## config.mk

```make
export PLATFORM = sky130hd
export DESIGN_NAME = encoder_link_supervisor_top
export DESIGN_NICKNAME = d
export VERILOG_FILES = /design/src/rtl/els_pkg.sv /design/src/rtl/encoder_link_supervisor_top.sv /design/src/rtl/els_eval.sv
export SDC_FILE = /design/constraint.sdc
export NUM_CORES = 1
export LEC_CHECK = 0
export BUFFER_PORTS_ARGS = -buffer_cell sky130_fd_sc_hd__buf_2
export CAP_MARGIN = 5
export CORE_ASPECT_RATIO = 0.7
export CORE_MARGIN = 4
export CORE_UTILIZATION = 25
export DETAILED_ROUTE_END_ITERATION = 7
export GPL_TIMING_DRIVEN = 0
export SYNTH_ARGS = -nofsm -noshare
export SYNTH_HDL_FRONTEND = slang
export SYNTH_SLANG_ARGS = --single-unit
```

## constraint.sdc

```tcl
create_clock -name clock -period 6.7 [get_ports clock]
set_input_delay 1.34 -clock clock [delete_from_list [all_inputs] [get_ports clock]]
set_output_delay 1.34 -clock clock [all_outputs]
set_load 0.02 [all_outputs]
```

## src/rtl/els_pkg.sv

```systemverilog
// types, codes and reset values shared by the encoder link supervisor
`timescale 1ns / 1ps
package els_pkg;

   localparam logic [2:0] CMD_READ_DONE  = 3'd0;
   localparam logic [2:0] CMD_BUS_ERROR  = 3'd1;
   localparam logic [2:0] CMD_START_FAIL = 3'd2;
   localparam logic [2:0] CMD_HOUSEKEEP  = 3'd3;
   localparam logic [2:0] CMD_QUERY      = 3'd4;

   localparam logic [1:0] REG_STALE_TIMEOUT   = 2'd0;
   localparam logic [1:0] REG_STARTUP_TIMEOUT = 2'd1;
   localparam logic [1:0] REG_RETRY_INTERVAL  = 2'd2;

   localparam logic [15:0] STALE_TIMEOUT_RESET   = 16'd20;
   localparam logic [15:0] STARTUP_TIMEOUT_RESET = 16'd100;
   localparam logic [15:0] RETRY_INTERVAL_RESET  = 16'd20;

   localparam logic [3:0] ANGLE_HIGH_MASK = 4'hF;

   typedef struct packed {
      logic [2:0]  cmd;
      logic [31:0] now_ms;
      logic [7:0]  rx_high;
      logic [7:0]  rx_low;
      logic [31:0] max_age;
   } els_req_type;

   typedef struct packed {
      logic [11:0] angle_out;
      logic        link_ok;
      logic        fresh;
      logic        issue_read;
      logic        reinit_bus;
   } els_rsp_type;

   typedef struct packed {
      logic [11:0] angle_reg;
      logic        have_sample;
      logic        recovery_pending;
      logic        error_flag;
      logic [31:0] last_update_time;
      logic [31:0] last_attempt_time;
   } els_state_type;

   typedef struct packed {
      logic [15:0] stale_timeout_ms;
      logic [15:0] startup_timeout_ms;
      logic [15:0] retry_interval_ms;
   } els_cfg_type;

endpackage

```

## src/rtl/encoder_link_supervisor_top.sv

```systemverilog
// encoder link supervisor: request register, state, evaluation and response register
`timescale 1ns / 1ps
// Supervises the link to a magnetic angle sensor, one event per request.
// Request channel (req_valid / req_stall / req_data) carries cmd, timestamp,
// the two received bytes and a freshness limit. Response channel
// (rsp_valid / rsp_stall / rsp_data) returns the held angle, link status,
// freshness answer and read / bus reinit requests, one response per request
// in order.
// Configuration (csr_valid / csr_ready / csr_index / csr_data) sets the stale
// timeout, startup timeout and retry interval; csr_ready is always high and
// writes to unused indexes are dropped. Write only while the block is idle.
// A request taken into the request register passes through the evaluation stage
// into the response register, and waits while the response register is stalled.
// Throughput: one request per cycle while the receiver does not stall, with the
// single evaluation stage between the registers.
// Reset (synchronous, active high) empties both registers, loads the
// configuration defaults and sets the link to faulted with no sample.
// When the receiver stalls, the response holds and the request register
// holds too, so req_stall rises once both stages are full.
module encoder_link_supervisor_top (
   input  logic                 clock,
   input  logic                 reset,
   input  logic                 req_valid,
   output logic                 req_stall,
   input  els_pkg::els_req_type req_data,
   output logic                 rsp_valid,
   input  logic                 rsp_stall,
   output els_pkg::els_rsp_type rsp_data,
   input  logic                 csr_valid,
   output logic                 csr_ready,
   input  logic [1:0]           csr_index,
   input  logic [15:0]          csr_data
);
   import els_pkg::*;

   els_req_type   req_ff;
   logic          req_valid_ff;
   logic          req_valid_in;
   els_rsp_type   rsp_ff;
   logic          rsp_valid_ff;
   logic          rsp_valid_in;
   els_state_type state_ff;
   els_state_type state_in;
   els_cfg_type   cfg_ff;
   els_rsp_type   rsp_in;
   logic          advance;
   logic          req_take;

   // the evaluation stage moves when the response register is free or draining
   assign advance   = req_valid_ff && (!rsp_valid_ff || !rsp_stall);
   assign req_stall = req_valid_ff && !advance;
   assign req_take  = req_valid && !req_stall;
   assign csr_ready = 1'b1;

   assign req_valid_in = req_take || (req_valid_ff && !advance);
   assign rsp_valid_in = advance || (rsp_valid_ff && rsp_stall);

   els_eval u_eval (
      .req        (req_ff),
      .state      (state_ff),
      .cfg        (cfg_ff),
      .state_next (state_in),
      .rsp        (rsp_in)
   );

   always_ff @(posedge clock) begin
      if (reset) begin
         req_valid_ff               <= 1'b0;
         rsp_valid_ff               <= 1'b0;
         state_ff.angle_reg         <= '0;
         state_ff.have_sample       <= 1'b0;
         state_ff.recovery_pending  <= 1'b0;
         state_ff.error_flag        <= 1'b1;
         state_ff.last_update_time  <= '0;
         state_ff.last_attempt_time <= '0;
         cfg_ff.stale_timeout_ms    <= STALE_TIMEOUT_RESET;
         cfg_ff.startup_timeout_ms  <= STARTUP_TIMEOUT_RESET;
         cfg_ff.retry_interval_ms   <= RETRY_INTERVAL_RESET;
      end else begin
         req_valid_ff <= req_valid_in;
         rsp_valid_ff <= rsp_valid_in;
         if (advance) begin
            state_ff <= state_in;
         end
         if (csr_valid && csr_ready) begin
            case (csr_index)
               REG_STALE_TIMEOUT:   cfg_ff.stale_timeout_ms   <= csr_data;
               REG_STARTUP_TIMEOUT: cfg_ff.startup_timeout_ms <= csr_data;
               REG_RETRY_INTERVAL:  cfg_ff.retry_interval_ms  <= csr_data;
               default: begin
               end
            endcase
         end
      end
   end

   always_ff @(posedge clock) begin
      if (req_take) begin
         req_ff <= req_data;
      end
      if (advance) begin
         rsp_ff <= rsp_in;
      end
   end

   assign rsp_valid = rsp_valid_ff;
   assign rsp_data  = rsp_ff;

   // a bus reinit always comes with a read
   a_reinit_reads: assert property (@(posedge clock) disable iff (reset)
      rsp_valid && rsp_data.reinit_bus |-> rsp_data.issue_read)
      else $error("reinit without read request");

   // a retry leaves the fault standing until a read completes
   a_reinit_faulted: assert property (@(posedge clock) disable iff (reset)
      rsp_valid && rsp_data.reinit_bus |-> !rsp_data.link_ok)
      else $error("reinit on a healthy link");

   a_fresh_ok: assert property (@(posedge clock) disable iff (reset)
      rsp_valid && rsp_data.fresh |-> rsp_data.link_ok)
      else $error("fresh answer on a faulted link");

   // a held request with an empty response register must move on
   a_no_bubble: assert property (@(posedge clock) disable iff (reset)
      req_valid_ff && !rsp_valid_ff |=> rsp_valid_ff)
      else $error("request lost between stages");

endmodule

```

## src/rtl/els_eval.sv

```systemverilog
// event evaluation: next supervisor state and the response for one request
`timescale 1ns / 1ps
module els_eval (
   input  els_pkg::els_req_type   req,
   input  els_pkg::els_state_type state,
   input  els_pkg::els_cfg_type   cfg,
   output els_pkg::els_state_type state_next,
   output els_pkg::els_rsp_type   rsp
);
   import els_pkg::*;

   logic [31:0] update_age;
   logic [31:0] attempt_age;
   logic        stuck;
   logic        never;
   logic        pending;
   logic        fresh;
   logic        issue;
   logic        reinit;

   assign update_age  = req.now_ms - state.last_update_time;
   assign attempt_age = req.now_ms - state.last_attempt_time;
   assign stuck = state.have_sample && (update_age > {16'd0, cfg.stale_timeout_ms});
   assign never = !state.have_sample && (req.now_ms > {16'd0, cfg.startup_timeout_ms});

   always_comb begin
      state_next = state;
      fresh      = 1'b0;
      issue      = 1'b0;
      reinit     = 1'b0;
      pending    = state.recovery_pending;
      case (req.cmd)
         CMD_READ_DONE: begin
            state_next.angle_reg        = {req.rx_high[3:0] & ANGLE_HIGH_MASK, req.rx_low};
            state_next.last_update_time = req.now_ms;
            state_next.have_sample      = 1'b1;
            state_next.recovery_pending = 1'b0;
            state_next.error_flag       = 1'b0;
            issue                       = 1'b1;
         end
         CMD_BUS_ERROR, CMD_START_FAIL: begin
            state_next.error_flag       = 1'b1;
            state_next.recovery_pending = 1'b1;
         end
         CMD_HOUSEKEEP: begin
            // a queued recovery suppresses new fault detection
            if (!pending && (stuck || never)) begin
               state_next.error_flag = 1'b1;
               pending               = 1'b1;
            end
            state_next.recovery_pending = pending;
            if (pending && (attempt_age >= {16'd0, cfg.retry_interval_ms})) begin
               state_next.last_attempt_time = req.now_ms;
               state_next.recovery_pending  = 1'b0;
               reinit                       = 1'b1;
               issue                        = 1'b1;
            end
         end
         CMD_QUERY: begin
            fresh = state.have_sample && !state.error_flag && (update_age <= req.max_age);
         end
         default: begin
         end
      endcase
   end

   assign rsp.angle_out  = state_next.angle_reg;
   assign rsp.link_ok    = !state_next.error_flag;
   assign rsp.fresh      = fresh;
   assign rsp.issue_read = issue;
   assign rsp.reinit_bus = reinit;

endmodule
```

Word-level counts from Yosys, hierarchy flattened
Cells that the tools add are included.
{"block": "classes", "n_shift": 0, "div_mod_pow": 0, "n_reduce_logical": 32, "order_cmp": 4, "eq_ne": 6, "mul": 0, "bitwise": 0, "muxes": 8, "add_sub_neg": 2}
{"op": "$gt 32x16->1", "n": 2}
{"op": "$sub 32x32->32", "n": 2}
{"op": "$ge 32x16->1", "n": 1}
{"op": "$le 32x32->1", "n": 1}
{"op": "$mux 13", "n": 1}
{"op": "$logic_and 1x1->1", "n": 10}
{"op": "$reduce_and 2->1", "n": 5}
{"op": "$logic_not 1->1", "n": 8}
{"op": "$eq 3x2->1 const B", "n": 2}
{"op": "$pmux 2 s3", "n": 1}
{"op": "$mux 1", "n": 5}
{"op": "$logic_or 1x1->1", "n": 4}
{"op": "$eq 3x1->1 const B", "n": 1}
{"op": "$eq 3x3->1 const B", "n": 1}
{"op": "$logic_not 3->1", "n": 1}
{"op": "$reduce_and 3->1", "n": 1}
{"op": "$reduce_bool 3->1", "n": 1}
{"op": "$eq 2x1->1 const B", "n": 1}
{"op": "$eq 2x2->1 const B", "n": 1}
{"op": "$logic_not 2->1", "n": 1}
{"op": "$pmux 1 s2", "n": 1}
{"op": "$reduce_or 2->1", "n": 1}
{"block": "word_totals", "register_bits": 224, "latch_bits": 0, "n_memories": 0, "input_bits": 106, "ram_bits": 0, "wordCells": 73, "mem_bits_ro": 0, "output_inout_bits": 19}

Logic depth before layout (Yosys ltp)
Gate-level depths: netlist of run 1.
{"block": "logic_depth", "depth_word": 11, "mapped_depth": 22, "depth_no_buf": 21}

Modules after synthesis
Synthesis of run 1 repeated with hierarchy kept, for this count alone.
{"block": "unflattened", "hier_cells": 1705, "hier_area_um2": 15791.4}
{"mod": "encoder_link_supervisor_top", "area_per_inst_um2": 8665.8, "cells_per_inst": 634, "seq_area_each_um2": 5555.3, "instances": 1}
{"mod": "els_eval", "area_per_inst_um2": 7125.6, "cells_per_inst": 1071, "seq_area_each_um2": 0.0, "instances": 1}

Worst setup path after synthesis of run 1
OpenSTA, ideal clock, no wires.
{"block": "synth_path", "path_type": "input -> register", "startpoint": "input rsp_stall", "endpoint": "register req_ff[0] in the netlist's numbering (enable)", "setup_slack_ns": 1.098, "path_stages": 2, "t_arrival_ns": 5.077, "cell_sequence": "and3_1 nor2b_1"}
{"block": "synth_via", "elab_chain_len": 7}
{"element": "from (decl)", "line_no": "encoder_link_supervisor_top.sv:27", "rtl": "input logic rsp_stall,"}
{"element": "$logic_not 1->1", "line_no": "encoder_link_supervisor_top.sv:50", "rtl": "assign advance = req_valid_ff && (!rsp_valid_ff || !rsp_stall);"}
{"element": "$logic_or 1x1->1", "line_no": "encoder_link_supervisor_top.sv:50"}
{"element": "$logic_and 1x1->1", "line_no": "encoder_link_supervisor_top.sv:50"}
{"element": "$logic_not 1->1", "line_no": "encoder_link_supervisor_top.sv:51", "rtl": "assign req_stall = req_valid_ff && !advance;"}
{"element": "$logic_and 1x1->1", "line_no": "encoder_link_supervisor_top.sv:51"}
{"element": "$logic_not 1->1", "line_no": "encoder_link_supervisor_top.sv:52", "rtl": "assign req_take = req_valid && !req_stall;"}
{"element": "$logic_and 1x1->1", "line_no": "encoder_link_supervisor_top.sv:52"}
{"element": "net req_take", "line_no": "encoder_link_supervisor_top.sv:47", "rtl": "logic req_take;"}
{"element": "to (signal assigned)", "line_no": "encoder_link_supervisor_top.sv:99", "rtl": "req_ff <= req_data;"}
{"element": "to (decl)", "line_no": "encoder_link_supervisor_top.sv:36", "rtl": "els_req_type req_ff;"}
The timed path passes the listed nets, and every way through them passes these cells.
A chain may end at the register's enable or synchronous reset.

Worst setup path after layout of run 1
{"block": "layout_path", "startpoint": "register req_ff[48] in the netlist's numbering", "endpoint": "register state_ff[13] in the netlist's numbering"}
{"block": "layout_via", "elab_chain_len": 9}
{"element": "$sub 32x32->32", "line_no": "els_eval.sv:21", "rtl": "assign update_age = req.now_ms - state.last_update_time;"}
{"element": "$gt 32x16->1", "line_no": "els_eval.sv:23", "rtl": "assign stuck = state.have_sample && (update_age > {16'd0, cfg.stale_timeout_ms});"}
{"element": "$logic_and 1x1->1", "line_no": "els_eval.sv:23"}
{"element": "$logic_or 1x1->1", "line_no": "els_eval.sv:47", "rtl": "if (!pending && (stuck || never)) begin"}
{"element": "$logic_and 1x1->1", "line_no": "els_eval.sv:47"}
{"element": "$mux 1", "line_no": "els_eval.sv:47"}
{"element": "$mux 1", "line_no": "els_eval.sv:32", "rtl": "case (req.cmd)"}
{"element": "$logic_and 1x1->1 (*)", "line_no": "els_eval.sv:52", "rtl": "if (pending && (attempt_age >= {16'd0, cfg.retry_interval_ms})) begin"}
{"element": "$reduce_and 3->1 (no source line) (*)"}
{"element": "to (signal assigned)", "line_no": "encoder_link_supervisor_top.sv:83", "rtl": "state_ff <= state_in;"}
{"element": "to (decl)", "line_no": "encoder_link_supervisor_top.sv:42", "rtl": "els_state_type state_ff;"}
Mark *: on every way between the ends. The rest lies on a longest branch, timed or not. The select of a mux whose other input is x is not followed.

==> impl_metrics.ini, run 1 <==
[place]
place_worst_setup_slack_ns = 1.04
dp_hpwl_um = 32300
gp_congestion = 0.873
port_buffers = 118

[pwr]
finalPower_mw = 3.59
power.leakage_nw = 6.26
ir_worst_vdd_mv = 0.163
powerDensity_nw_per_um2 = 217

[clocking]
path_clk_slew_ns = 0.06
clock-sinks = 224
cts-buffers-inserted = 25
clock_path_buffers = 3
ctsRootBufferMaster = clkbuf_16
insertion_delay_ns = 0.57
cts_resized = 0
cts-htree-levels = 1
cts_hold_buf = 0
cts_tree = yes
cts_setup_buffers = 0

[cells_and_area]
num_antenna_cells = 0
finalNetCount = 1988
finish.utilization_pct = 29.8
final_common_cell = nand2_1
most-common-layout-cells = 214 x nand2_1, 162 x a21oi_1, 158 x inv_1
drive_above_1_share_pct = 11.8
synthToLayoutAreaGrowth_pct = 17.3

[floorplan]
die_area_sq_um = 60300
die_w_um = 292
core_sq_um = 55500
rows = 72
die_y_um = 207
start_util_pct = 25.4
pin_count = 125

[routing]
drt_iter0_markers = 951
dr_total_vias = 11764
post_drt_wl_per_cell_um = 16.1
firstDrtPassIters = 6
antenna_left = 0
via_per_inst = 4.71
routed_wl_um = 40300
drc = 0

[outcome]
status = complete, no violations

[worst_setup_path]
ff2ff_setup_slack_ns = 0.98
critPathMaxFanout = 10
r2r-end = state_ff[13]
crit_start = req_ff[48]
startpoint_type = flip-flop
regToRegStartpoint = req_ff[48]
reg2regPathDepth = 20
end_kind = flip-flop
path_class = reg -> reg
worst-endpoint-required_ns = 7.14
cp-endpoint = state_ff[13]
arrival_ns = 6.16

[yosys]
synth_edf_count = 95
async_flop_share_pct = 0
synth_ff_type = dfxtp_1
synth-seq-cells = 224
syn_area_per_cell_sq_um = 8.85
ys_types = 82
syn-cell-area_sq_um = 14100
seq_area_frac_synth_pct = 38.6
synth_cells = 1591
synth_warnings = 0
synth_fp_nets = 1840

[grt]
overflow = 0
grt_pass1_vias = 11211
antenna_found_initial = 1
track_usage_pct = 12.9
grt_max_degree = 35
grt_pass1_wl_um = 62300

[min_path]
min_path_type = reg -> reg

[sta]
fmax_ghz = 0.175
final_max_slew_viol_count = 0
period_share_pct = 85.3
hold_violations = 0
relSlewSlack_pct = 32.0
setup_viol = 0
setup_slack_ns = 0.983
fin_crit_ns = 5.72
rsz0062_at_grt = false
skew_ns = 0.0211
worstMarginPinSlew_ns = 1.02
fin_setup_tns_ns = 0
holdWs_ns = 0.454

[run]
cap_viol_max_count = 0
## synthesized netlist by cell type (4+ instances only)
master,n,share of area (%)
a21oi_1,162,5.8
a211oi_1,8,0.43
buf_6,5,0.40
a211o_1,12,0.75
nor3b_1,4,0.21
clkbuf_1,53,1.4
nor4_1,7,0.31
a21o_1,35,1.9
o21ai_1,10,0.36
nor2b_1,19,0.84
and3_1,6,0.27
inv_1,158,4.2
nor2_1,84,2.2
nand3_1,18,0.64
or4_1,4,0.21
mux2_2,12,0.96
or3_1,8,0.36
buf_2,4,0.14
ha_1,141,13
nor3_1,18,0.64
a31oi_1,8,0.36
a221oi_1,4,0.25
o21ai_0,53,1.9
mux2i_1,48,3.4
xor2_1,16,0.99
nand4_1,31,1.4
xnor2_1,31,1.9
o311ai_0,4,0.25
o211ai_1,8,0.43
o21bai_1,7,0.37
nand2_1,214,5.7
and2_1,5,0.22
o2111ai_1,4,0.25
dfxtp_1,129,18
edfxtp_1,95,20
nand2b_1,78,3.5
o21a_1,17,0.91
## report_power, final
group / internal (mW) / switching [mW] / total, mW
Clock: 0.828 / 0.608 / 1.44
Combinational: 0.259 / 0.369 / 0.628
Sequential: 1.48 / 0.0473 / 1.52
Total: 2.57 / 1.02 / 3.59
## state kept, by name, summed over array words and instances (netlist names), named ones only
signal        cells
req_ff           79
rsp_data         16
req_valid_ff      1
cfg_ff           48
state_ff         78
rsp_valid         1
## layer usage
metal / wire length, um / vias to the layer above / GRT usage [%]
li1: - / 5870 / -
met1: 20500 / 5545 / 19.2
met3: 2010 / 52 / 1.93
met4: 792 / 0 / 2.62
met5: 0 / - / 0
met2: 16900 / 297 / 19.8
## logic make-up after synthesis
family,count (synthesis),share of synthesized area [%]
and+or+nand+nor,513,17.8
AOI/OAI and AO/OA,378,17.2
DFF,224,38.6
buffers and inverters,224,6.30
adders and majority gates,143,12.8
muxes,61,4.45
xor gates and xnor gates,47,2.92
other,1,0.0266
## metrics by stage
stage               instances  instance area [sq um]
finish                   2497                  16500
global route             2497                  16500
CTS                      2497                  16500
detailed placement       2452                  15700
global placement         2449                  15600
floorplan                1591                  14100
## worst max-delay path: stages, from the launching register on
cell and delay [ns]:
edfxtp_1 0.50, inv_1 0.22, ha_1 0.21, inv_1 0.06, fa_1 0.41, a21o_1 0.20
a221o_1 0.39, a211oi_2 0.47, o21ai_1 0.19, xor2_1 0.19, ha_1 0.31, a21o_1 0.18
a221o_1 0.29, a2111oi_0 0.32, o21ai_0 0.15, a2111oi_0 0.30, nand4_1 0.20, nor4_4 0.50
nor4b_4 0.17, buf_6 0.20, mux2i_1 0.13
## worst min-delay path by stage
stage          startpoint         end  slack [ns]  cells past startpoint
5_1_grt         cfg_ff[7]   cfg_ff[7]        0.47                      2
4_1_cts         cfg_ff[1]   cfg_ff[1]        0.45                      2
3_5_place_dp    cfg_ff[1]   cfg_ff[1]        0.45                      2
6_report        cfg_ff[1]   cfg_ff[1]        0.45                      2
2_1_floorplan  cfg_ff[10]  cfg_ff[10]        0.44                      2
3_3_place_gp   cfg_ff[19]  cfg_ff[19]        0.44                      2
## final cells by class
| cell class | count | area (sq um) |
|---|---|---|
| multi-input cells | 1143 | 7770 |
| plain buffers | 66 | 294 |
| well taps | 740 | 926 |
| inverters | 158 | 593 |
| repair buffers | 121 | 646 |
| fillers | 5866 | 39000 |
| clock buffers | 36 | 791 |
| clock inverters | 9 | 72.6 |
| flip-flops and latches | 224 | 5440 |
Power figures use the tool's default switching activity.
==> inputs of run 2 (changes only) <==
--- a/config.mk
+++ b/config.mk
@@ -7,11 +7,14 @@
 export LEC_CHECK = 0
 export BUFFER_PORTS_ARGS = -buffer_cell sky130_fd_sc_hd__buf_2
 export CAP_MARGIN = 5
+export CELL_PAD_IN_SITES_DETAIL_PLACEMENT = 1
+export CELL_PAD_IN_SITES_GLOBAL_PLACEMENT = 1
 export CORE_ASPECT_RATIO = 0.7
 export CORE_MARGIN = 4
 export CORE_UTILIZATION = 25
 export DETAILED_ROUTE_END_ITERATION = 7
 export GPL_TIMING_DRIVEN = 0
+export PLACE_DENSITY_LB_ADDON = 0.1
 export SYNTH_ARGS = -nofsm -noshare
 export SYNTH_HDL_FRONTEND = slang
 export SYNTH_SLANG_ARGS = --single-unit
==> run 2 against run 1 <==
Effect of this change: routed wire length grew 17%; sequential share of layout area grew 0.11 points; total power shrank 0.26%; sequential power is essentially flat; cell count is essentially flat; setup slack lost 0.22 ns; cell area shrank 0.35%; highest routed layer unchanged.
==> impl_metrics.ini, run 2 (same netlist as run 1, synthesis figures left out) <==
[routing]
firstDrtPassIters = 6
dr_total_vias = 11635
post_drt_wl_per_cell_um = 18.8
via_per_inst = 4.66
drt_iter0_markers = 575
antenna_left = 0
drc = 0
routed_wl_um = 46900

[clocking]
cts_hold_buf = 0
cts-buffers-inserted = 26
clock-sinks = 224
path_clk_slew_ns = 0.06
cts_tree = yes
insertion_delay_ns = 0.56
ctsRootBufferMaster = clkbuf_16
cts-htree-levels = 1
cts_resized = 0
clock_path_buffers = 3
cts_setup_buffers = 0

[sta]
final_max_slew_viol_count = 0
setup_viol = 0
skew_ns = 0.0143
worstMarginPinSlew_ns = 0.965
rsz0062_at_grt = false
relSlewSlack_pct = 35.2
holdWs_ns = 0.457
fin_crit_ns = 5.94
hold_violations = 0
fmax_ghz = 0.168
period_share_pct = 88.7

[cells_and_area]
finish.utilization_pct = 29.7
final_common_cell = nand2_1
fill_cells = 6541
num_antenna_cells = 0
drive_above_1_share_pct = 11.4
finalNetCount = 1988
reg_top3 = req_ff x79, state_ff x78, cfg_ff x48
largest_reg_flops = 79
most-common-layout-cells = 214 x nand2_1, 162 x a21oi_1, 158 x inv_1
synthToLayoutAreaGrowth_pct = 16.9
regMostFlops = req_ff

[pwr]
power.switching_mw = 1.04
seqPwrFrac_pct = 42.7
p_int_mw = 2.54
power.clock.fraction_pct = 39.1
finalPower_mw = 3.58
powerDensity_nw_per_um2 = 217
swShare_pct = 29.1
p_comb_share_pct = 18.3
ir_worst_vdd_mv = 0.168
power.leakage_nw = 6.22

[run]
cap_viol_max_count = 0

[floorplan]
pin_count = 125
die_y_um = 207
start_util_pct = 25.4
die_area_sq_um = 60300
core_sq_um = 55500
die_w_um = 292
rows = 72

[place]
dp_hpwl_um = 37900
port_buffers = 118
gp_congestion = 0.792

[worst_setup_path]
critPathMaxFanout = 10
arrival_ns = 6.37
worst-endpoint-required_ns = 7.13
slowest_stage = nor4_4
critPathMaxStageDelay_ns = 0.56
crit_chain = inv_1 -> ha_1 -> inv_1 -> fa_1 -> a21o_1 -> a221o_1 -> a211oi_2 -> o21ai_1 -> xor2_1 -> ha_1 -> a21o_1 -> a221o_1 -> a2111oi_0 -> o21ai_0 -> a2111oi_0 -> nand4_1 -> nor4_4 -> nor4b_4 -> buf_6 -> mux2i_1
end_kind = flip-flop
path_class = reg -> reg
startpoint_type = flip-flop

[outcome]
status = complete, no violations

[grt]
grt_pass1_vias = 12000
track_usage_pct = 15.4
grt_pass1_wl_um = 72500
grt_max_degree = 34
overflow = 0
antenna_found_initial = 1

[min_path]
min_path_type = reg -> reg
## run 2: critical path, delay by kind of cell (launching register included)
family	cells	cell delay, ns
xor+xnor	1	0.23
buf+inv	3	0.48
mux	1	0.13
fa+ha+maj	3	0.91
compound gates	9	2.61
flops	1	0.51
simple gates	3	0.95
## run 2: per-layer routing
| layer | part of all wire, % | vias up | track usage, % |
|---|---|---|---|
| li1 | - | 5854 | - |
| met1 | 56 | 5629 | 24.6 |
| met2 | 40 | 114 | 22.0 |
| met3 | 2.6 | 38 | 1.93 |
| met4 | 1.3 | 0 | 2.43 |
| met5 | 0 | - | 0 |
## run 2: layout make-up
type                    count  area, sq um  share of cell area [%]
multi-input cells        1143         7770                    47.2
flip-flops and latches    224         5440                    33.0
well taps                 740          926                    5.62
clock buffers              42          785                    4.76
repair buffers            120          631                    3.83
inverters                 158          593                    3.60
plain buffers              66          295                    1.79
clock inverters             6         35.0                   0.213
## run 2: path summary, 6_finish.rpt
kind	end	from	cells past startpoint	slack [ns]
worst max-delay path	state_ff[24]	req_ff[48]	20	0.76
worst min-delay path	cfg_ff[5]	cfg_ff[5]	2	0.46
worst max register to register	state_ff[24]	req_ff[48]	20	0.76
worst min register to register	cfg_ff[5]	cfg_ff[5]	2	0.46
## run 2: power by group through the flow
stage          clock [mW]  sequential, mW  combinational [mW]
2_1_floorplan           0            1.54               0.441
3_3_place_gp            0            1.56               0.643
3_5_place_dp            0            1.56               0.658
4_1_cts              1.46            1.53               0.662
5_1_grt              1.51            1.53               0.746
6_report             1.40            1.53               0.653
## run 2: per-stage QoR
step / cells / setup WS [ns] / area (sq um) / setup TNS [ns]
after floorplan: 1591 / 1.10 / 14100 / 0
after global placement: 2449 / -1.45 / 15600 / -112.97
final: 2499 / 0.759 / 16500 / 0
after global routing: 2499 / 0.300 / 16500 / 0
after CTS: 2499 / 0.725 / 16500 / 0
after detailed placement: 2451 / 0.743 / 15700 / 0
==> inputs of run 3 (changes only) <==
--- a/config.mk
+++ b/config.mk
@@ -13,7 +13,6 @@
 export CORE_MARGIN = 4
 export CORE_UTILIZATION = 25
 export DETAILED_ROUTE_END_ITERATION = 7
-export GPL_TIMING_DRIVEN = 0
 export PLACE_DENSITY_LB_ADDON = 0.1
 export SYNTH_ARGS = -nofsm -noshare
 export SYNTH_HDL_FRONTEND = slang
==> run 3 against run 2 <==
Effect of this change: clock skew up 0.0073 ns; first-iteration DRC count fell by 17%; die area unchanged; critical path type unchanged; routed wire length fell by 3.8%; cell count down 2.1%; setup slack improved by 0.071 ns; via count shrank 0.83%; hold slack worse by 0.0023 ns.
==> impl_metrics.ini, run 3 (same netlist as run 1, synthesis figures left out) <==
[pwr]
finalPower_mw = 3.67
swShare_pct = 29.3
power.switching_mw = 1.07
ir_worst_vdd_mv = 0.192
powerDensity_nw_per_um2 = 224
p_int_mw = 2.59
power.leakage_nw = 6.19
p_comb_share_pct = 17.6
seqPwrFrac_pct = 41.5
power.clock.fraction_pct = 40.9

[cells_and_area]
seqCellArea_sq_um = 5440
drive_above_1_share_pct = 12.4
final_common_cell = nand2_1
num_antenna_cells = 0
fill_cells = 6520
multi_input_area_sq_um = 7790
instances_no_fill = 2447
synthToLayoutAreaGrowth_pct = 16.0
regMostFlops = req_ff
reg_top3 = req_ff x79, state_ff x78, cfg_ff x48
most-common-layout-cells = 214 x nand2_1, 162 x a21oi_1, 158 x inv_1
finalNetCount = 1935
largest_reg_flops = 79

[clocking]
path_clk_slew_ns = 0.06
insertion_delay_ns = 0.56
cts_resized = 0
clock_path_buffers = 3
cts-buffers-inserted = 27
clock-sinks = 224
cts_hold_buf = 0
cts-htree-levels = 1
ctsRootBufferMaster = clkbuf_16
cts_setup_buffers = 0
cts_tree = yes

[worst_setup_path]
critPathMaxFanout = 32
reg2regPathDepth = 21
regToRegStartpoint = req_ff[48]
worst-path-buf-inv = 4
startpoint_type = flip-flop
critical-path-top-delay-family = compound AO/OA/AOI/OAI gates
critPathMaxStageDelay_ns = 0.50
r2r-end = state_ff[9]
path_class = reg -> reg
crit_chain = inv_1 -> ha_1 -> inv_1 -> fa_1 -> a21o_1 -> a221o_1 -> a211oi_2 -> buf_4 -> o21ai_1 -> xor2_1 -> ha_1 -> a21o_1 -> a221o_1 -> a2111oi_0 -> o21ai_0 -> a2111oi_0 -> nand4_1 -> nor4_4 -> nor4b_4 -> buf_4 -> mux2i_1
end_kind = flip-flop
slowest_stage = nor4_4
worst-endpoint-required_ns = 7.12
arrival_ns = 6.29
ff2ff_setup_slack_ns = 0.83

[grt]
overflow = 0
track_usage_pct = 14.8
antenna_found_initial = 1
grt_max_degree = 103
grt_pass1_wl_um = 70300
grt_pass1_vias = 11926

[sta]
skew_ns = 0.0216
hold_violations = 0
final_max_slew_viol_count = 0
fmax_ghz = 0.170
setup_viol = 0
relSlewSlack_pct = 26.0
period_share_pct = 87.6
worstMarginPinSlew_ns = 1.11
rsz0062_at_grt = false
fin_setup_tns_ns = 0
fin_crit_ns = 5.87
holdWs_ns = 0.455

[floorplan]
die_area_sq_um = 60300
core_sq_um = 55500
rows = 72
die_y_um = 207
die_w_um = 292
start_util_pct = 25.4
pin_count = 125

[place]
port_buffers = 119
dp_hpwl_um = 34600
gp_congestion = 0.789
dp_cells = 2397

[run]
cap_viol_max_count = 0

[routing]
routed_wl_um = 45100
drt_iter0_markers = 476
firstDrtPassIters = 5
post_drt_wl_per_cell_um = 18.4
drc = 0
dr_total_vias = 11538
antenna_left = 0
via_per_inst = 4.72

[min_path]
hold_path_depth = 2
holdPathEnd = state_ff[56]
min_from = state_ff[56]
min_path_type = reg -> reg

[outcome]
status = complete, no violations
[run 3: power groups by stage]
stage,Clock (mW),Sequential [mW],Combinational [mW]
after CTS,1.57,1.52,0.654
after global routing,1.63,1.53,0.735
after global placement,0,1.55,0.640
after detailed placement,0,1.55,0.649
final,1.50,1.52,0.645
after floorplan,0,1.54,0.441
[run 3: area by class of cell]
cell class	count	area share (%)
clock buffers	37	4.75
clock inverters	13	0.720
well taps	740	5.67
inverters	158	3.63
repair buffers	132	4.26
flip-flops and latches	224	33.3
multi-input cells	1143	47.7
[run 3: per-stage QoR]
| stage | worst slack [ns] | instance area [sq um] | util [%] |
|---|---|---|---|
| after detailed placement | 1.02 | 15400 | 27.8 |
| after global placement | 1.06 | 15400 | 27.8 |
| after floorplan | 1.10 | 14100 | - |
| final | 0.831 | 16300 | 29.4 |
| after CTS | 0.914 | 16300 | 29.4 |
| after global routing | 0.459 | 16300 | 29.4 |
[run 3: worst max-delay path by stage]
stage	slack, ns	cells past startpoint	end	startpoint
floorplan	1.10	2	req_ff[0]	rsp_stall
global placement	1.06	21	state_ff[6]	req_ff[48]
detailed placement	1.02	21	state_ff[7]	req_ff[48]
CTS	0.91	21	state_ff[28]	req_ff[48]
global route	0.46	21	state_ff[28]	req_ff[48]
finish	0.83	21	state_ff[9]	req_ff[48]
[run 3: worst register-to-register path, stage by stage, from the launching register on]
cell       delay (ns)
edfxtp_1         0.42
inv_1            0.18
ha_1             0.21
inv_1            0.06
fa_1             0.42
a21o_1           0.20
a221o_1          0.40
a211oi_2         0.23
buf_4            0.20
o21ai_1          0.10
xor2_1           0.17
ha_1             0.30
a21o_1           0.18
a221o_1          0.29
a2111oi_0        0.37
o21ai_0          0.16
a2111oi_0        0.41
nand4_1          0.26
nor4_4           0.50
nor4b_4          0.08
buf_4            0.34
mux2i_1          0.23
[run 3: metal layers]
| metal | wire, um | track usage, % | up-vias |
|---|---|---|---|
| li1 | - | - | 5758 |
| met1 | 25300 | 23.3 | 5610 |
| met2 | 18000 | 21.6 | 128 |
| met3 | 1120 | 1.89 | 42 |
| met4 | 742 | 2.45 | 0 |
| met5 | 0 | 0 | - |
